==> src/rtl/core/tlcp_pkg.sv <==
// Shared types and constants of the terminal line command parser.
`default_nettype none
package tlcp_pkg;
  localparam int unsigned LineCap = 128;
  localparam int unsigned AddrW = $clog2(LineCap);
  localparam int unsigned CntW = $clog2(LineCap + 1);

  localparam logic [3:0] ActNone = 4'd0;
  localparam logic [3:0] ActEcho = 4'd1;
  localparam logic [3:0] ActBell = 4'd2;
  localparam logic [3:0] ActErase = 4'd3;
  localparam logic [3:0] ActReprint = 4'd4;
  localparam logic [3:0] ActClear = 4'd5;
  localparam logic [3:0] ActDone = 4'd6;
  localparam logic [3:0] ActOvf = 4'd7;
  localparam logic [3:0] ActRxErr = 4'd8;

  localparam logic [3:0] CmdEmpty = 4'd0;
  localparam logic [3:0] CmdErase = 4'd1;
  localparam logic [3:0] CmdHelp = 4'd2;
  localparam logic [3:0] CmdModeQ = 4'd3;
  localparam logic [3:0] CmdModeSet = 4'd4;
  localparam logic [3:0] CmdMsg = 4'd5;
  localparam logic [3:0] CmdNext = 4'd6;
  localparam logic [3:0] CmdPrev = 4'd7;
  localparam logic [3:0] CmdReset = 4'd8;
  localparam logic [3:0] CmdScroll = 4'd9;
  localparam logic [3:0] CmdTest = 4'd10;
  localparam logic [3:0] CmdUnknown = 4'd11;

  localparam logic [1:0] ArgNone = 2'd0;
  localparam logic [1:0] ArgOk = 2'd1;
  localparam logic [1:0] ArgBig = 2'd2;
  localparam logic [1:0] ArgSyntax = 2'd3;

  localparam logic [7:0] ChBs = 8'd8;
  localparam logic [7:0] ChLf = 8'd10;
  localparam logic [7:0] ChFf = 8'd12;
  localparam logic [7:0] ChCr = 8'd13;
  localparam logic [7:0] ChNak = 8'd21;
  localparam logic [7:0] ChEsc = 8'd27;
  localparam logic [7:0] ChDel = 8'h7f;

  typedef struct packed {
    logic       scan_start;
    logic       scan_step;
  } dp_cmd_t;

  typedef struct packed {
    logic       scan_last;
  } dp_sts_t;

  // Keyword character at position p (0..6), in match order.
  function automatic logic [6:0] kw_char(input logic [3:0] k, input logic [2:0] p);
    logic [55:0] s;
    begin
      unique case (k)
        4'd0: s = {"erase", 16'h0};
        4'd1: s = {"help", 24'h0};
        4'd2: s = {"mode", 24'h0};
        4'd3: s = {"msg ", 24'h0};
        4'd4: s = {"next", 24'h0};
        4'd5: s = {"prev", 24'h0};
        4'd6: s = {"reset", 16'h0};
        4'd7: s = "scroll ";
        4'd8: s = {"test", 24'h0};
        default: s = '0;
      endcase
      kw_char = s[8'd54 - {p, 3'b000} -: 7];
    end
  endfunction
endpackage
`default_nettype wire

==> src/rtl/core/tlcp_ram.sv <==
// Generic RAM with one write port and one registered read port.
`default_nettype none
module tlcp_ram #(
  parameter int unsigned Width = 8,
  parameter int unsigned Depth = 16
) (
  input  wire logic                     clk_i,
  input  wire logic                     we_i,
  input  wire logic [$clog2(Depth)-1:0] waddr_i,
  input  wire logic [Width-1:0]         wdata_i,
  input  wire logic [$clog2(Depth)-1:0] raddr_i,
  output logic      [Width-1:0]         rdata_o
);
  logic [Width-1:0] mem [Depth];
  always_ff @(posedge clk_i) begin
    if (we_i) mem[waddr_i] <= wdata_i;
    rdata_o <= mem[raddr_i];
  end
endmodule
`default_nettype wire

==> src/rtl/core/tlcp_datapath.sv <==
// Line store, line-end scanner and command decoder of the parser.
`default_nettype none
module tlcp_datapath (
  input  wire logic                       clk_i,
  input  wire logic                       rst_ni,
  input  wire logic                       we_i,
  input  wire logic [6:0]                 wchar_i,
  input  wire logic [tlcp_pkg::CntW-1:0]  fill_i,
  input  wire tlcp_pkg::dp_cmd_t          cmd_i,
  output tlcp_pkg::dp_sts_t               sts_o,
  output logic [3:0]                      command_o,
  output logic [7:0]                      arg_value_o,
  output logic [1:0]                      arg_status_o,
  output logic [2:0]                      text_offset_o
);
  import tlcp_pkg::*;
  // Scan: each step issues the read of address i and evaluates the data of address i-1.
  logic [CntW-1:0] ridx_q, ridx_d;
  logic [CntW-1:0] pos_q, pos_d;
  logic            pend_q, pend_d;
  logic [6:0]      rdata;
  logic [8:0]      kwok_q, kwok_d;
  logic [1:0]      ph_q, ph_d; // 0 skip, 1 digits, 2 done
  logic            any_q, any_d, big_q, big_d, syn_q, syn_d;
  logic [7:0]      acc_q, acc_d;
  logic [11:0]     prod;
  logic [3:0]      cmd;
  logic            argcmd;

  tlcp_ram #(.Width(7), .Depth(LineCap)) u_ram (
    .clk_i, .we_i, .waddr_i(fill_i[AddrW-1:0]), .wdata_i(wchar_i),
    .raddr_i(cmd_i.scan_start ? AddrW'(0) : ridx_q[AddrW-1:0]), .rdata_o(rdata));

  assign sts_o.scan_last = pend_q && (ridx_q >= fill_i);
  assign prod = {4'd0, acc_q} * 12'd10 + {8'd0, rdata[3:0]};

  always_comb begin
    ridx_d = ridx_q; pos_d = pos_q; pend_d = pend_q; kwok_d = kwok_q;
    ph_d = ph_q; any_d = any_q; big_d = big_q; syn_d = syn_q; acc_d = acc_q;
    if (cmd_i.scan_start) begin
      ridx_d = CntW'(1); pos_d = '0; pend_d = 1'b1; kwok_d = '1;
      ph_d = 2'd0; any_d = 1'b0; big_d = 1'b0; syn_d = 1'b0; acc_d = '0;
    end else if (cmd_i.scan_step && pend_q) begin
      if (pos_q >= fill_i) begin
        pend_d = 1'b0;
      end else begin
        for (int k = 0; k < 9; k++) begin
          if (pos_q < CntW'(7) && kw_char(4'(k), pos_q[2:0]) != 7'd0 &&
              kw_char(4'(k), pos_q[2:0]) != rdata) kwok_d[k] = 1'b0;
        end
        if (pos_q >= CntW'(4)) begin
          priority if (ph_q == 2'd0) begin
            if (rdata > 7'h20) begin
              ph_d = 2'd1;
              if (rdata < 7'h30 || rdata > 7'h39) begin
                syn_d = 1'b1; ph_d = 2'd2;
              end else begin
                any_d = 1'b1; acc_d = {4'd0, rdata[3:0]};
              end
            end
          end else if (ph_q == 2'd1) begin
            if (rdata <= 7'h20) ph_d = 2'd2;
            else if (rdata < 7'h30 || rdata > 7'h39) begin
              syn_d = 1'b1; ph_d = 2'd2;
            end else if (!big_q) begin
              if (prod > 12'd255) big_d = 1'b1;
              else acc_d = prod[7:0];
            end
          end else begin
          end
        end
        pos_d = pos_q + CntW'(1);
        ridx_d = ridx_q + CntW'(1);
      end
    end
  end

  always_ff @(posedge clk_i or negedge rst_ni) begin
    if (!rst_ni) begin
      pend_q <= 1'b0;
    end else begin
      pend_q <= pend_d;
    end
  end
  always_ff @(posedge clk_i) begin
    ridx_q <= ridx_d; pos_q <= pos_d; kwok_q <= kwok_d; ph_q <= ph_d;
    any_q <= any_d; big_q <= big_d; syn_q <= syn_d; acc_q <= acc_d;
  end

  always_comb begin
    cmd = CmdUnknown; text_offset_o = 3'd0; argcmd = 1'b0;
    priority if (kwok_q[0] && fill_i == CntW'(5)) cmd = CmdErase;
    else if (kwok_q[1] && fill_i == CntW'(4)) cmd = CmdHelp;
    else if (kwok_q[2] && fill_i >= CntW'(4)) begin
      if (fill_i > CntW'(4)) begin cmd = CmdModeSet; argcmd = 1'b1; end
      else cmd = CmdModeQ;
    end
    else if (kwok_q[3] && fill_i >= CntW'(4)) begin cmd = CmdMsg; text_offset_o = 3'd4; end
    else if (kwok_q[4] && fill_i == CntW'(4)) cmd = CmdNext;
    else if (kwok_q[5] && fill_i == CntW'(4)) cmd = CmdPrev;
    else if (kwok_q[6] && fill_i == CntW'(5)) cmd = CmdReset;
    else if (kwok_q[7] && fill_i >= CntW'(7)) begin
      cmd = CmdScroll; text_offset_o = 3'd7;
    end
    else if (kwok_q[8] && fill_i >= CntW'(4)) begin cmd = CmdTest; argcmd = 1'b1; end
    else if (fill_i == '0) cmd = CmdEmpty;
    else cmd = CmdUnknown;
    command_o = cmd;
    arg_value_o = 8'd0; arg_status_o = ArgNone;
    if (argcmd) begin
      priority if (syn_q || !any_q) arg_status_o = ArgSyntax;
      else if (big_q) arg_status_o = ArgBig;
      else begin arg_status_o = ArgOk; arg_value_o = acc_q; end
    end
  end
endmodule
`default_nettype wire

==> src/rtl/core/tlcp_ctrl.sv <==
// Controller: byte classification, fill count and handshake sequencing.
`default_nettype none
module tlcp_ctrl (
  input  wire logic                      clk_i,
  input  wire logic                      rst_ni,
  input  wire logic                      in_valid,
  output logic                           in_stall,
  input  wire logic [7:0]                rx_byte_i,
  input  wire logic                      rx_error_i,
  input  wire logic                      cfg_valid,
  output logic                           cfg_ready,
  input  wire logic                      cfg_data_i,
  output logic                           out_valid,
  input  wire logic                      out_stall,
  output logic [3:0]                     action_o,
  output logic [6:0]                     echo_char_o,
  output logic                           we_o,
  output logic [6:0]                     wchar_o,
  output logic [tlcp_pkg::CntW-1:0]      fill_o,
  output tlcp_pkg::dp_cmd_t              cmd_o,
  input  wire tlcp_pkg::dp_sts_t         sts_i
);
  import tlcp_pkg::*;
  localparam logic [1:0] StIdle = 2'd0;
  localparam logic [1:0] StScan = 2'd1;
  localparam logic [1:0] StOut = 2'd2;

  logic [1:0]      state_q, state_d;
  logic [CntW-1:0] fill_q, fill_d;
  logic            cr_q, cr_d, en_q;
  logic [3:0]      act_q, act_d;
  logic [6:0]      echo_q, echo_d;
  logic            acc;

  assign in_stall = (state_q != StIdle);
  assign cfg_ready = 1'b1;
  assign acc = in_valid && !in_stall;
  assign out_valid = (state_q == StOut);
  assign action_o = act_q;
  assign echo_char_o = echo_q;
  assign fill_o = fill_q;
  assign wchar_o = rx_byte_i[6:0];

  always_comb begin
    state_d = state_q; fill_d = fill_q; cr_d = cr_q; act_d = act_q; echo_d = echo_q;
    we_o = 1'b0; cmd_o = '0;
    unique case (state_q)
      StIdle: begin
        if (acc) begin
          act_d = ActNone; echo_d = 7'd0; state_d = StOut;
          if (!en_q) begin
          end else if (rx_error_i) begin
            fill_d = '0; act_d = ActRxErr;
          end else begin
            priority if (rx_byte_i == ChLf || rx_byte_i == ChCr) begin
              if (fill_q != '0 || ((rx_byte_i == ChCr) == cr_q)) begin
                cr_d = (rx_byte_i == ChCr); act_d = ActDone;
                cmd_o.scan_start = 1'b1; state_d = StScan;
              end
            end else if (rx_byte_i == ChBs || rx_byte_i == ChDel) begin
              if (fill_q != '0) begin fill_d = fill_q - CntW'(1); act_d = ActErase; end
            end else if (rx_byte_i == ChFf) act_d = ActReprint;
            else if (rx_byte_i == ChNak) begin fill_d = '0; act_d = ActClear; end
            else if (rx_byte_i == ChEsc) begin
            end else if (rx_byte_i < 8'h20 || rx_byte_i > 8'h7f) act_d = ActBell;
            else begin
              we_o = 1'b1; echo_d = rx_byte_i[6:0];
              if (fill_q + CntW'(1) >= CntW'(LineCap - 1)) begin
                fill_d = '0; act_d = ActOvf;
              end else begin
                fill_d = fill_q + CntW'(1); act_d = ActEcho;
              end
            end
          end
        end
      end
      StScan: begin
        cmd_o.scan_step = 1'b1;
        if (sts_i.scan_last) state_d = StOut;
      end
      StOut: begin
        if (!out_stall) begin
          state_d = StIdle;
          if (act_q == ActDone) fill_d = '0;
        end
      end
      default: state_d = StIdle;
    endcase
  end

  always_ff @(posedge clk_i or negedge rst_ni) begin
    if (!rst_ni) begin
      state_q <= StIdle; fill_q <= '0; cr_q <= 1'b0; en_q <= 1'b1;
      act_q <= ActNone;
    end else begin
      state_q <= state_d; fill_q <= fill_d; cr_q <= cr_d; act_q <= act_d;
      if (cfg_valid && cfg_ready) en_q <= cfg_data_i;
    end
  end
  always_ff @(posedge clk_i) echo_q <= echo_d;
endmodule
`default_nettype wire

==> src/rtl/core/terminal_line_command_parser_core.sv <==
// Top level of the terminal line command parser.
//   channel  direction  handshake               payload
//   in       input      in_valid / in_stall     rx_byte_i, rx_error_i
//   out      output     out_valid / out_stall   action_o .. text_offset_o
//   cfg      input      cfg_valid / cfg_ready   cfg_data_i (input_enable)
// An ordinary byte is accepted in the idle state, then its result beat is given in the output state.
// A line end passes through the scan state, which reads the line store, before its result beat.
// The longest line holds 126 stored characters.
// The scan pace is set by the single read port of the line store.
// Reset clears the fill count and sets input_enable; a stalled result holds.
`default_nettype none
module terminal_line_command_parser_core (
  input  wire logic       clk_i,
  input  wire logic       rst_ni,
  input  wire logic       in_valid,
  output logic            in_stall,
  input  wire logic [7:0] rx_byte_i,
  input  wire logic       rx_error_i,
  input  wire logic       cfg_valid,
  output logic            cfg_ready,
  input  wire logic       cfg_data_i,
  output logic            out_valid,
  input  wire logic       out_stall,
  output logic [3:0]      action_o,
  output logic [6:0]      echo_char_o,
  output logic [3:0]      command_o,
  output logic [7:0]      arg_value_o,
  output logic [1:0]      arg_status_o,
  output logic [2:0]      text_offset_o
);
  import tlcp_pkg::*;
  logic            we;
  logic [6:0]      wchar;
  logic [CntW-1:0] fill;
  dp_cmd_t         cmd;
  dp_sts_t         sts;
  logic [3:0]      dcmd;
  logic [7:0]      dval;
  logic [1:0]      dst;
  logic [2:0]      doff;
  logic            done;

  tlcp_ctrl u_ctrl (.clk_i, .rst_ni, .in_valid, .in_stall, .rx_byte_i, .rx_error_i,
    .cfg_valid, .cfg_ready, .cfg_data_i, .out_valid, .out_stall, .action_o,
    .echo_char_o, .we_o(we), .wchar_o(wchar), .fill_o(fill), .cmd_o(cmd), .sts_i(sts));
  tlcp_datapath u_dp (.clk_i, .rst_ni, .we_i(we), .wchar_i(wchar), .fill_i(fill),
    .cmd_i(cmd), .sts_o(sts), .command_o(dcmd), .arg_value_o(dval),
    .arg_status_o(dst), .text_offset_o(doff));

  assign done = (action_o == ActDone);
  assign command_o = done ? dcmd : 4'd0;
  assign arg_value_o = done ? dval : 8'd0;
  assign arg_status_o = done ? dst : 2'd0;
  assign text_offset_o = done ? doff : 3'd0;
endmodule
`default_nettype wire

==> config.mk <==
export PLATFORM = sky130hd
export DESIGN_NAME = terminal_line_command_parser_core
export DESIGN_NICKNAME = d
export VERILOG_FILES = /design/src/rtl/core/tlcp_pkg.sv /design/src/rtl/core/tlcp_ram.sv /design/src/rtl/core/tlcp_datapath.sv /design/src/rtl/core/tlcp_ctrl.sv /design/src/rtl/core/terminal_line_command_parser_core.sv
export SDC_FILE = /design/constraint.sdc
export NUM_CORES = 1
export LEC_CHECK = 0
export ABC_AREA = 1
export BUFFER_PORTS_ARGS = -buffer_cell sky130_fd_sc_hd__clkbuf_2
export CORE_UTILIZATION = 55
export CTS_CLUSTER_DIAMETER = 150
export CTS_CLUSTER_SIZE = 20
export DETAILED_ROUTE_END_ITERATION = 7
export PLACE_DENSITY_LB_ADDON = 0.3
export SKIP_LAST_GASP = 1
export SLEW_MARGIN = 30
export SYNTH_ARGS = -nofsm -noshare
export SYNTH_HDL_FRONTEND = slang
export SYNTH_SLANG_ARGS = --single-unit
export TNS_END_PERCENT = 30
==> constraint.sdc <==
create_clock -name clk_i -period 2.8 [get_ports clk_i]
set_clock_uncertainty 0.1 [all_clocks]
set_input_delay 0.56 -clock clk_i [delete_from_list [all_inputs] [get_ports clk_i]]
set_output_delay 0.56 -clock clk_i [all_outputs]
set_load 0.02 [all_outputs]
After elaboration in Yosys (flattened, before gate mapping)
Memories as Yosys holds them, arrays and structs flattened. A register that Yosys moved wholly into a read port is not among the register bits.
Cells that the tools add are included.
{"block": "word_totals", "ff_bits": 62, "latchBits": 0, "mem_bits_rw": 896, "romBits": 0, "input_bits": 15, "output_inout_bits": 31, "elab_cells": 319, "mem_count": 1}
{"block": "classes", "n_addsub": 6, "n_mul": 1, "div_mod_pow": 0, "magnitude_cmp": 15, "n_eq_ne": 37, "n_shift": 9, "mux": 143, "bitwise": 6, "n_reduce_logical": 78}
{"name": "u_dp.u_ram.mem", "words": 128, "word_bits": 7, "rd": 1, "rd_clocked_by_memory_dff": 1, "wr": 1, "line_no": "tlcp_ram.sv:14", "text": "logic [Width-1:0] mem [Depth];"}
{"op": "2-to-1 mux 56 bit", "n": 27}
{"op": "variable part select 62 x 9 -> 7 bit", "n": 9}
{"op": "2-to-1 mux 8 bit", "n": 25}
{"op": "2-to-1 mux 4 bit", "n": 18}
{"op": "inequality test 7 bit", "n": 9}
{"op": "nonzero test 7 bit", "n": 9}
{"op": "2-to-1 mux 1 bit", "n": 39}
{"op": "2-to-1 mux 3 bit", "n": 13}
{"op": "2-to-1 mux 2 bit", "n": 18}
{"op": "equality test 8 x 4 -> 1 bit, second input constant", "n": 4}
{"op": "logical AND 1 bit", "n": 30}
{"op": "AND reduction 3 bit", "n": 10}
{"op": "adder 8 x 1 -> 8 bit, second input constant", "n": 3}
{"op": "greater-or-equal comparator 8 x 3 -> 1 bit, second input constant", "n": 3}
{"op": "AND reduction 6 bit", "n": 4}
{"op": "equality test 8 x 3 -> 1 bit, second input constant", "n": 2}
{"op": "equality test 8 x 5 -> 1 bit, second input constant", "n": 2}
{"op": "greater-or-equal comparator 8 bit", "n": 2}
{"op": "one-hot mux 8 bit (2 select lines)", "n": 1}
{"op": "> comparator 7 x 6 -> 1 bit, second input constant", "n": 2}
{"op": "adder 12 x 4 -> 12 bit", "n": 1}
{"op": "> comparator 12 x 8 -> 1 bit, second input constant", "n": 1}
{"op": "multiplier 8 x 3 -> 11 bit, second input constant", "n": 1}
{"op": "inequality test 2 x 1 -> 1 bit, second input constant", "n": 5}
{"op": "other kinds (34)", "n": 57}

Longest topological paths before layout
Gate-level depths: netlist (run 1).
{"block": "logic_depth", "depth_word": 15, "ltp_mapped": 22, "depth_no_buf": 19}

Hierarchy
A second synthesis (run 1) with hierarchy kept.
{"block": "hier_totals", "hier_cells": 4092, "hier_area_um2": 43036.3}
{"module": "tlcp_ram", "instances": 1, "cells_per_inst": 3155, "area_each_um2": 37131.9, "seq_area_each_um2": 27045.9}
{"module": "tlcp_datapath", "instances": 1, "cells_per_inst": 617, "area_each_um2": 3892.5, "seq_area_each_um2": 785.8}
{"module": "tlcp_ctrl", "instances": 1, "cells_per_inst": 281, "area_each_um2": 1853.0, "seq_area_each_um2": 611.8}
{"module": "terminal_line_command_parser_core", "instances": 1, "cells_per_inst": 39, "area_each_um2": 158.9, "seq_area_each_um2": 0.0}

Worst setup path before layout (run 1)
OpenSTA, ideal clock, no wires.
{"block": "synth_timing", "path_kind": "register to output", "from": "register u_ctrl.fill_q[0], in the netlist u_ctrl.fill_o[0]", "to": "output port arg_value_o[0]", "t_arrival_ns": 2.521, "required_time_ns": 2.140, "setup_slack_ns": -0.381, "stages_incl_launch_ff": 12, "n_path_buf": 1, "path_cell_list": "dfrtp_1 -> clkbuf_1 -> clkinv_1 -> ha_1 -> inv_1 -> nor3_1 -> o21a_1 -> inv_1 -> nand2_1 -> o41ai_1 -> nand3_1 -> nor3_1"}
{"block": "synth_via", "elab_chain_len": 13, "elab_cells_between_ends": 26, "classes_between": "order compare: 3; eq/ne: 2; mux: 12; reduce/logical: 9"}
{"element": "start, declared", "line_no": "tlcp_ctrl.sv:29", "text": "logic [CntW-1:0] fill_q, fill_d;"}
{"element": "start signal, assigned", "line_no": "tlcp_ctrl.sv:96", "text": "state_q <= state_d; fill_q <= fill_d; cr_q <= cr_d; act_q <= act_d;"}
{"element": "greater-or-equal comparator 8 x 3 -> 1 bit", "line_no": "tlcp_datapath.sv:94, tlcp_datapath.sv:98, tlcp_datapath.sv:105"}
{"element": "logical AND 1 bit", "line_no": "tlcp_datapath.sv:105", "text": "else if (kwok_q[8] && fill_i >= CntW'(4)) begin cmd = CmdTest; argcmd = 1'b1; end"}
{"element": "2-to-1 mux 1 bit", "line_no": "tlcp_datapath.sv:105"}
{"element": "2-to-1 mux 1 bit", "line_no": "tlcp_datapath.sv:102", "text": "else if (kwok_q[7] && fill_i >= CntW'(7)) begin"}
{"element": "2-to-1 mux 1 bit", "line_no": "tlcp_datapath.sv:101", "text": "else if (kwok_q[6] && fill_i == CntW'(5)) cmd = CmdReset;"}
{"element": "2-to-1 mux 1 bit", "line_no": "tlcp_datapath.sv:100", "text": "else if (kwok_q[5] && fill_i == CntW'(4)) cmd = CmdPrev;"}
{"element": "2-to-1 mux 1 bit", "line_no": "tlcp_datapath.sv:99", "text": "else if (kwok_q[4] && fill_i == CntW'(4)) cmd = CmdNext;"}
{"element": "2-to-1 mux 1 bit", "line_no": "tlcp_datapath.sv:98", "text": "else if (kwok_q[3] && fill_i >= CntW'(4)) begin cmd = CmdMsg; text_offset_o = 3'd4; end"}
{"element": "2-to-1 mux 1 bit", "line_no": "tlcp_datapath.sv:94", "text": "else if (kwok_q[2] && fill_i >= CntW'(4)) begin"}
{"element": "2-to-1 mux 1 bit", "line_no": "tlcp_datapath.sv:93", "text": "else if (kwok_q[1] && fill_i == CntW'(4)) cmd = CmdHelp;"}
{"element": "2-to-1 mux 1 bit *", "line_no": "tlcp_datapath.sv:92", "text": "priority if (kwok_q[0] && fill_i == CntW'(5)) cmd = CmdErase;"}
{"element": "2-to-1 mux 8 bit *", "line_no": "tlcp_datapath.sv:110", "text": "if (argcmd) begin"}
{"element": "2-to-1 mux 8 bit *", "line_no": "terminal_line_command_parser_core.sv:52", "text": "assign arg_value_o = done ? dval : 8'd0;"}
{"element": "end, declared", "line_no": "terminal_line_command_parser_core.sv:27", "text": "output logic [7:0] arg_value_o,"}
Mark *: on every way between the ends. The rest lies on a longest branch, timed or not.

Worst setup path after layout (run 1)
{"block": "layout_timing", "from": "register u_ctrl.fill_q[0], in the netlist u_ctrl.fill_o[0]", "to": "output port arg_value_o[7]"}
The elaborated chain is that of the path after synthesis.

==> results of run 1 <==
## synthesized netlist by cell type, drive strengths merged (45+ instances only)
library cell  number
or2               59
o21ai            106
nand3            880
inv              540
nor2             366
nand2            617
clkbuf            98
nand3b           263
a21oi             60
dfxtp             45
buf              158
edfxtp           903
## per-layer routing
| metal | part of all wire [%] | track usage [%] |
|---|---|---|
| met3 | 9.8 | 4.30 |
| met4 | 4.5 | 11.2 |
| met1 | 39 | 39.7 |
| met5 | 0 | 0 |
| met2 | 47 | 46.9 |
## area by class of cell
class | count | area, sq um
timing repair buffer | 532 | 5470
antenna | 1 | 2.50
multi-input combinational | 2536 | 13500
clock inverter | 4 | 50.0
tap | 1060 | 1330
fill | 6008 | 28200
inverter | 549 | 2090
clock buffer | 97 | 1510
sequential | 965 | 28400
## sequential cells by signal, indices dropped and copies added, names as in the netlist, 2 cells and up
signal              flops
u_dp.u_ram.mem        896
u_dp.kwok_q             9
u_ctrl.fill_o           8
u_dp.acc_q              8
u_dp.pos_q              8
u_dp.ridx_q             8
u_ctrl.echo_char_o      7
u_dp.u_ram.rdata_o      7
u_ctrl.action_o         4
u_ctrl.state_q          2
u_dp.ph_q               2
## power by group through the flow
stage	Clock, mW	Sequential, mW	Combinational (mW)
3_5_place_dp	0	16.3	5.56
2_1_floorplan	0	16.3	3.32
6_report	8.32	16.0	6.34
3_3_place_gp	0	16.3	5.50
4_1_cts	8.37	16.0	5.64
5_1_grt	8.81	16.0	6.77
## worst max-delay path: stages (launching register included)
cell      delay (ns)
dfrtp_1         0.44
ha_2            0.22
nand2_2         0.06
inv_2           0.05
o31ai_4         0.27
inv_2           0.09
o41ai_4         0.36
nand3_4         0.19
buf_12          0.19
nor3_4          0.12
clkbuf_8        0.17
## kinds of logic after synthesis
family	count (synthesis)	share of synthesized area, %
simple gates	2245	24.3
flops	965	63.5
buf+inv	805	7.71
compound gates	217	2.76
fa+ha+maj	40	1.15
xor+xnor	33	0.645
other cells	1	0.00837
## repair_timing
item,4_1_cts,5_1_grt
pin swaps,13,26
hold endpoints to repair,17,0
hold buffers,2,0
buffers inserted,18,39
gates resized for setup,40,148
endpoints found under the setup margin,33,53
gates cloned,1,19
## stage by stage
| stage | setup TNS, ns | setup WS [ns] |
|---|---|---|
| 3_5_place_dp | -94.60 | -0.795 |
| 4_1_cts | -12.49 | -0.662 |
| 3_3_place_gp | -89.79 | -0.768 |
| 5_1_grt | -20.98 | -0.794 |
| 6_report | -13.87 | -0.699 |
| 2_1_floorplan | -4.45 | -0.249 |
## worst max-delay path by stage
stage,startpoint,endpoint,cells after the start
3_3_place_gp,rx_byte_i[5],u_dp.u_ram.rdata_o[3]$_DFF_P_,20
6_report,u_ctrl.fill_o[0]$_DFFE_PN0P_,arg_value_o[7],10
2_1_floorplan,u_ctrl.fill_o[0]$_DFFE_PN0P_,arg_value_o[0],11
4_1_cts,u_ctrl.fill_o[6]$_DFFE_PN0P_,arg_value_o[7],11
5_1_grt,u_ctrl.fill_o[6]$_DFFE_PN0P_,arg_value_o[6],11
3_5_place_dp,rx_byte_i[5],u_dp.u_ram.rdata_o[3]$_DFF_P_,20
==> key figures, run 1 <==
Status
  – Status: finished with violations
  – Violated checks: negative setup slack

Clock tree
  – Clk sinks: between 900 and 1k
  – CTS tree: built
  – Clk root buf: clkbuf_16
  – H-Tree Depth: 2
  – Worst-path clk slew: 0.09 ns
  – Worst-Skew Late Latency: 0.66 ns
  – CTS Buf Count: 54
  – Clock Tree Buf Depth: 3

Layout
  – Most common cell after layout, fill and taps aside: edfxtp_1
  – Post-Layout Cell Count: 5,744
  – Layout cells sized above 1: 16.3%
  – Final Net Count: about 4.7k
  – Non-Filler Cell Area, Final: 52,400 sq um
  – Most frequent cells in the layout: 903 x edfxtp_1, 836 x nand3_1, 598 x nand2_1, 526 x inv_1, 372 x buf_4
  – Area Growth Syn to Fin: 16.9%
  – Layout Utilization: 65.0%

Setup path
  – Worst setup path category: flip-flop to primary output
  – Crit path launch type: flip-flop
  – R2R Path End: u_dp.u_ram.rdata_o[1]$_DFF_P_
  – Worst R2R Start: u_ctrl.fill_o[0]$_DFFE_PN0P_
  – Worst-path fanout max: 5
  – Worst setup EP type: primary output
  – Reg2reg path depth: 22
  – R2R Setup Slk: -0.47 ns
  – Required time worst endpoint: 2.14 ns
  – CP arrival: 2.84 ns

Yosys
  – Synthesized cell area: about 45,000 sq um
  – Number of synthesized flops with an enable pin: 903
  – Synth Instances: ~4.3k
  – Post-synth top area cell: edfxtp_1
  – Ys async rst share: 1.76%
  – Warnings, synthesis: 0
  – Top FF cell, synth: edfxtp_1
  – Register area share after synthesis: 63.5%
  – Yosys top cell area share: 60.5%
  – Syn Nets: 4,361
  – Ranking of synthesized cells by area: edfxtp_1 61%, nand3_1 9.8%, nand2_1 5.1%
  – Number of library cell types mapped by synthesis: 59
  – Syn_area_per_cell: approximately 10 sq um
  – Synth Register Bits: 965

Floorplanning
  – Initial Utilization: 55.6%
  – Io pins: 46
  – Die area: between 80,000 and 90,000 sq um
  – Die Width: 287 um
  – Die height: 287 um
  – Cell Rows: 104
  – Placeable Area: 80,500 sq um

STA
  – Final worst slack: -0.699 ns
  – Final Hold Viols: 0
  – RSZ-0062 raised after global routing: yes
  – Worst-Margin Slew: 0.931 ns
  – Min Clock Period, post-route: 3.50 ns
  – Period utilization: 125%
  – Max-slew violations: 0
  – Final Hold Slack: about 0.031 ns
  – Setup-failing EPs final: 34
  – Slew headroom: a little under two fifths
  – Fmax: 0.286 GHz

Placement
  – Post-DP Area: slightly below 50,000 sq um
  – Buffers on Ports: 44
  – Placed instance count: ~5.6k
  – Final GP Congestion: 0.925
  – Detailed placer's ending HPWL: 76,500 um

Routing
  – Drt first pass iters: 6
  – Initial DRC Count: 4,043
  – Remaining DRCs: 0
  – Vias per std cell: between 5 and 6
  – Wire length per cell: about 22 um
  – Via count: 33.6k
  – Final ANT Viol Nets: 0
  – WL final: ~130,000 um

Hold path
  – Hold Path Origin: cfg_data_i
  – Min-Delay Path Class: input pin to flip-flop
  – Hold Path Sink: u_ctrl.en_q$_DFFE_PN1P_
  – WHS Path Cells: 3

Power
  – Sw frac: 28.8%
  – Power Density: 586 nW/um^2
  – Worst VDD drop: 0.000576 V
  – Logic pwr share: 20.7%
  – Psw: 8.83 mW
  – Sequential share of power: about 52%
  – Leak: 20.8 nW
  – Final Power: 30.7 mW
  – Internal power: 21.9 mW
  – Clock group share of total power: 27.1%

GRT
  – Tot GR Track Use: ~29%
  – Antenna violations before repair: 2
  – First-pass GRT wire length: 183,000 um
  – Largest net degree at the start of global routing: 92
  – Congestion Overflow GR: 0
  – Vias in the first global route: between 30k and 40k

Flow run
  – Max cap viols: 0
Power figures use the tool's default switching activity.
==> run 2, diff against run 1 <==
- CORE_MARGIN: default -> 5
- clock period: 2.8 -> 4.37 ns (I/O delays scaled with it)
==> run 2 against run 1 <==
Effect of this change: the run now ends clean; via count decreased by 6.4%; critical path depth unchanged; worst setup slack better by 0.92 ns; sequential power shrank 36%; first-iteration DRC count fell by 9.8%; critical path type unchanged; final cell count fell by 5.8%; register-to-register slack better by 1.0 ns; largest cell class unchanged; clock-buffer cell count up 1; core utilization fell by 5.3 points.
==> key figures, run 2 (same netlist as run 1, synthesis figures left out) <==
STA
  – Max-slew violations: 0
  – Fmax: between 0.2 and 0.25 GHz
  – Final Hold Viols: 0
  – Min Clock Period, post-route: 4.15 ns
  – Period utilization: 95.0%
  – Worst-Margin Slew: 0.945 ns
  – Slew headroom: 37.0%
  – Setup-failing EPs final: 0

Setup path
  – Crit path launch type: flip-flop
  – Reg2reg path depth: 19
  – Worst-path fanout max: 10
  – Worst setup path category: flip-flop to primary output
  – Worst setup EP type: primary output
  – CP arrival: around 3.2 ns
  – Required time worst endpoint: ~3.4 ns

Layout
  – Area Growth Syn to Fin: 7.51%
  – Most common cell after layout, fill and taps aside: edfxtp_1
  – Layout cells sized above 1: 7.81%
  – Most frequent cells in the layout: 903 x edfxtp_1, 874 x nand3_1, 610 x nand2_1, 535 x inv_1, 357 x nor2_1
  – Max FFs per register: 896
  – Regs by FF count: u_dp.u_ram.mem: 896 flops, u_dp.kwok_q: 9 flops
  – Final Net Count: 4,361
  – Largest Register: u_dp.u_ram.mem
  – Post-Layout Cell Count: 5,413

Clock tree
  – Worst-Skew Late Latency: 0.66 ns
  – Clk sinks: 965
  – Clock Tree Buf Depth: 3
  – # hold bufs at CTS: 0
  – H-Tree Depth: 2
  – Worst-path clk slew: 0.09 ns
  – Clk root buf: clkbuf_16
  – CTS tree: built
  – CTS Buf Count: 54

Floorplanning
  – Die Width: 295 um
  – Io pins: 46
  – Die area: 87,300 sq um
  – Die height: 295 um
  – Placeable Area: 80,700 sq um
  – Initial Utilization: 55.6%
  – Cell Rows: 104

Power
  – Final Power: ~19 mW
  – Worst VDD drop: approximately 0.00045 V
  – Power Density: approximately 400 nW/um^2
  – Leak: 18.6 nW

Routing
  – Drt first pass iters: 7
  – Initial DRC Count: 3,646
  – WL final: 115,000 um
  – Remaining DRCs: 0
  – Vias per std cell: 5.80
  – Final ANT Viol Nets: 0
  – Via count: 31.4k
  – Wire length per cell: roughly 21 um

Flow run
  – Max cap viols: 0

GRT
  – Tot GR Track Use: between 20% and 30%
  – Congestion Overflow GR: 0
  – Antenna violations before repair: 1
  – First-pass GRT wire length: 176,000 um
  – Largest net degree at the start of global routing: 167
  – Vias in the first global route: 30.1k

Placement
  – Buffers on Ports: 44
  – Detailed placer's ending HPWL: between 60,000 and 70,000 um
  – Final GP Congestion: between 0.8 and 0.9
  – Placed instance count: 5,309

Status
  – Status: finished, final reports clean

Hold path
  – Min-Delay Path Class: input pin to async pin
-- run 2: cell types whose count changed in the layout (fill, tap and decap cells not counted), moves of 9 or more --
cell,before,now
nand2_1,598,610
buf_4,372,132
nor2_2,17,6
nor2_1,340,357
buf_12,69,30
clkbuf_16,68,54
buf_8,13,0
inv_1,526,535
nand3_2,35,5
buf_16,11,0
clkbuf_2,25,37
nand3_1,836,874
buf_6,20,1
-- run 2: metal layers --
metal	vias to the layer above	part of all wire, %	GRT usage, %
met5	-	0	0
met4	0	3.2	8.04
met3	198	9.3	4.24
met2	1459	46	41.3
met1	15100	41	37.2
li1	14700	-	-
-- run 2: worst paths after layout --
check	end	slack [ns]	from
setup reg to reg	u_dp.u_ram.rdata_o[6]$_DFF_P_	0.53	u_ctrl.fill_o[1]$_DFFE_PN0P_
hold / removal	u_dp.pend_q$_DFFE_PN0P_	0.05	rst_ni
hold reg to reg	u_dp.kwok_q[6]$_SDFFE_PP1P_	0.36	u_dp.kwok_q[6]$_SDFFE_PP1P_
min in group clk_i	u_ctrl.en_q$_DFFE_PN1P_	0.28	cfg_valid
setup / recovery	arg_value_o[6]	0.22	u_ctrl.fill_o[1]$_DFFE_PN0P_
max in group asynchronous	u_ctrl.fill_o[0]$_DFFE_PN0P_	3.75	rst_ni
-- run 2: what timing repair did --
item / CTS / global route
gates resized for setup: 0 / 4
setup endpoints to repair: 0 / 10
setup buffers: 0 / 1
-- run 2: where the power goes --
part           internal, mW  switching (mW)  total [mW]
registers              10.2           0.134        10.3
logic                 0.988            2.23        3.22
clock network          2.37            2.93        5.30
-- run 2: cell type report --
class                   instances  area (sq um)
diodes                          1          2.50
clock buffers                  98          1520
clock inverters                 4          50.0
fillers                      6614         32500
inverters                     549          2070
multi-input cells            2536         13000
flip-flops and latches        965         28400
well taps                    1060          1330
repair buffers                200          1790
-- run 2: critical path, stage by stage (launching register included) --
cell,delay [ns]
dfrtp_1,0.50
ha_1,0.26
nand2_1,0.10
inv_1,0.08
o31ai_1,0.36
inv_1,0.15
o41ai_1,0.42
nand3_2,0.12
buf_4,0.19
nor3_1,0.14
clkbuf_2,0.20
-- run 2: metrics by stage --
step / utilization (%) / instance area, sq um / hold slack (ns) / worst slack, ns / setup TNS (ns)
CTS: 59.7 / 48200 / 0.0367 / 0.0672 / 0
finish: 59.7 / 48200 / 0.0532 / 0.220 / 0
global route: 59.7 / 48200 / 0.0709 / -0.00573 / -0.00573
detailed placement: 57.7 / 46600 / 0.335 / 0.166 / 0
global placement: 57.7 / 46600 / 0.331 / 0.190 / 0
floorplan: - / 44800 / 0.319 / 0.875 / 0
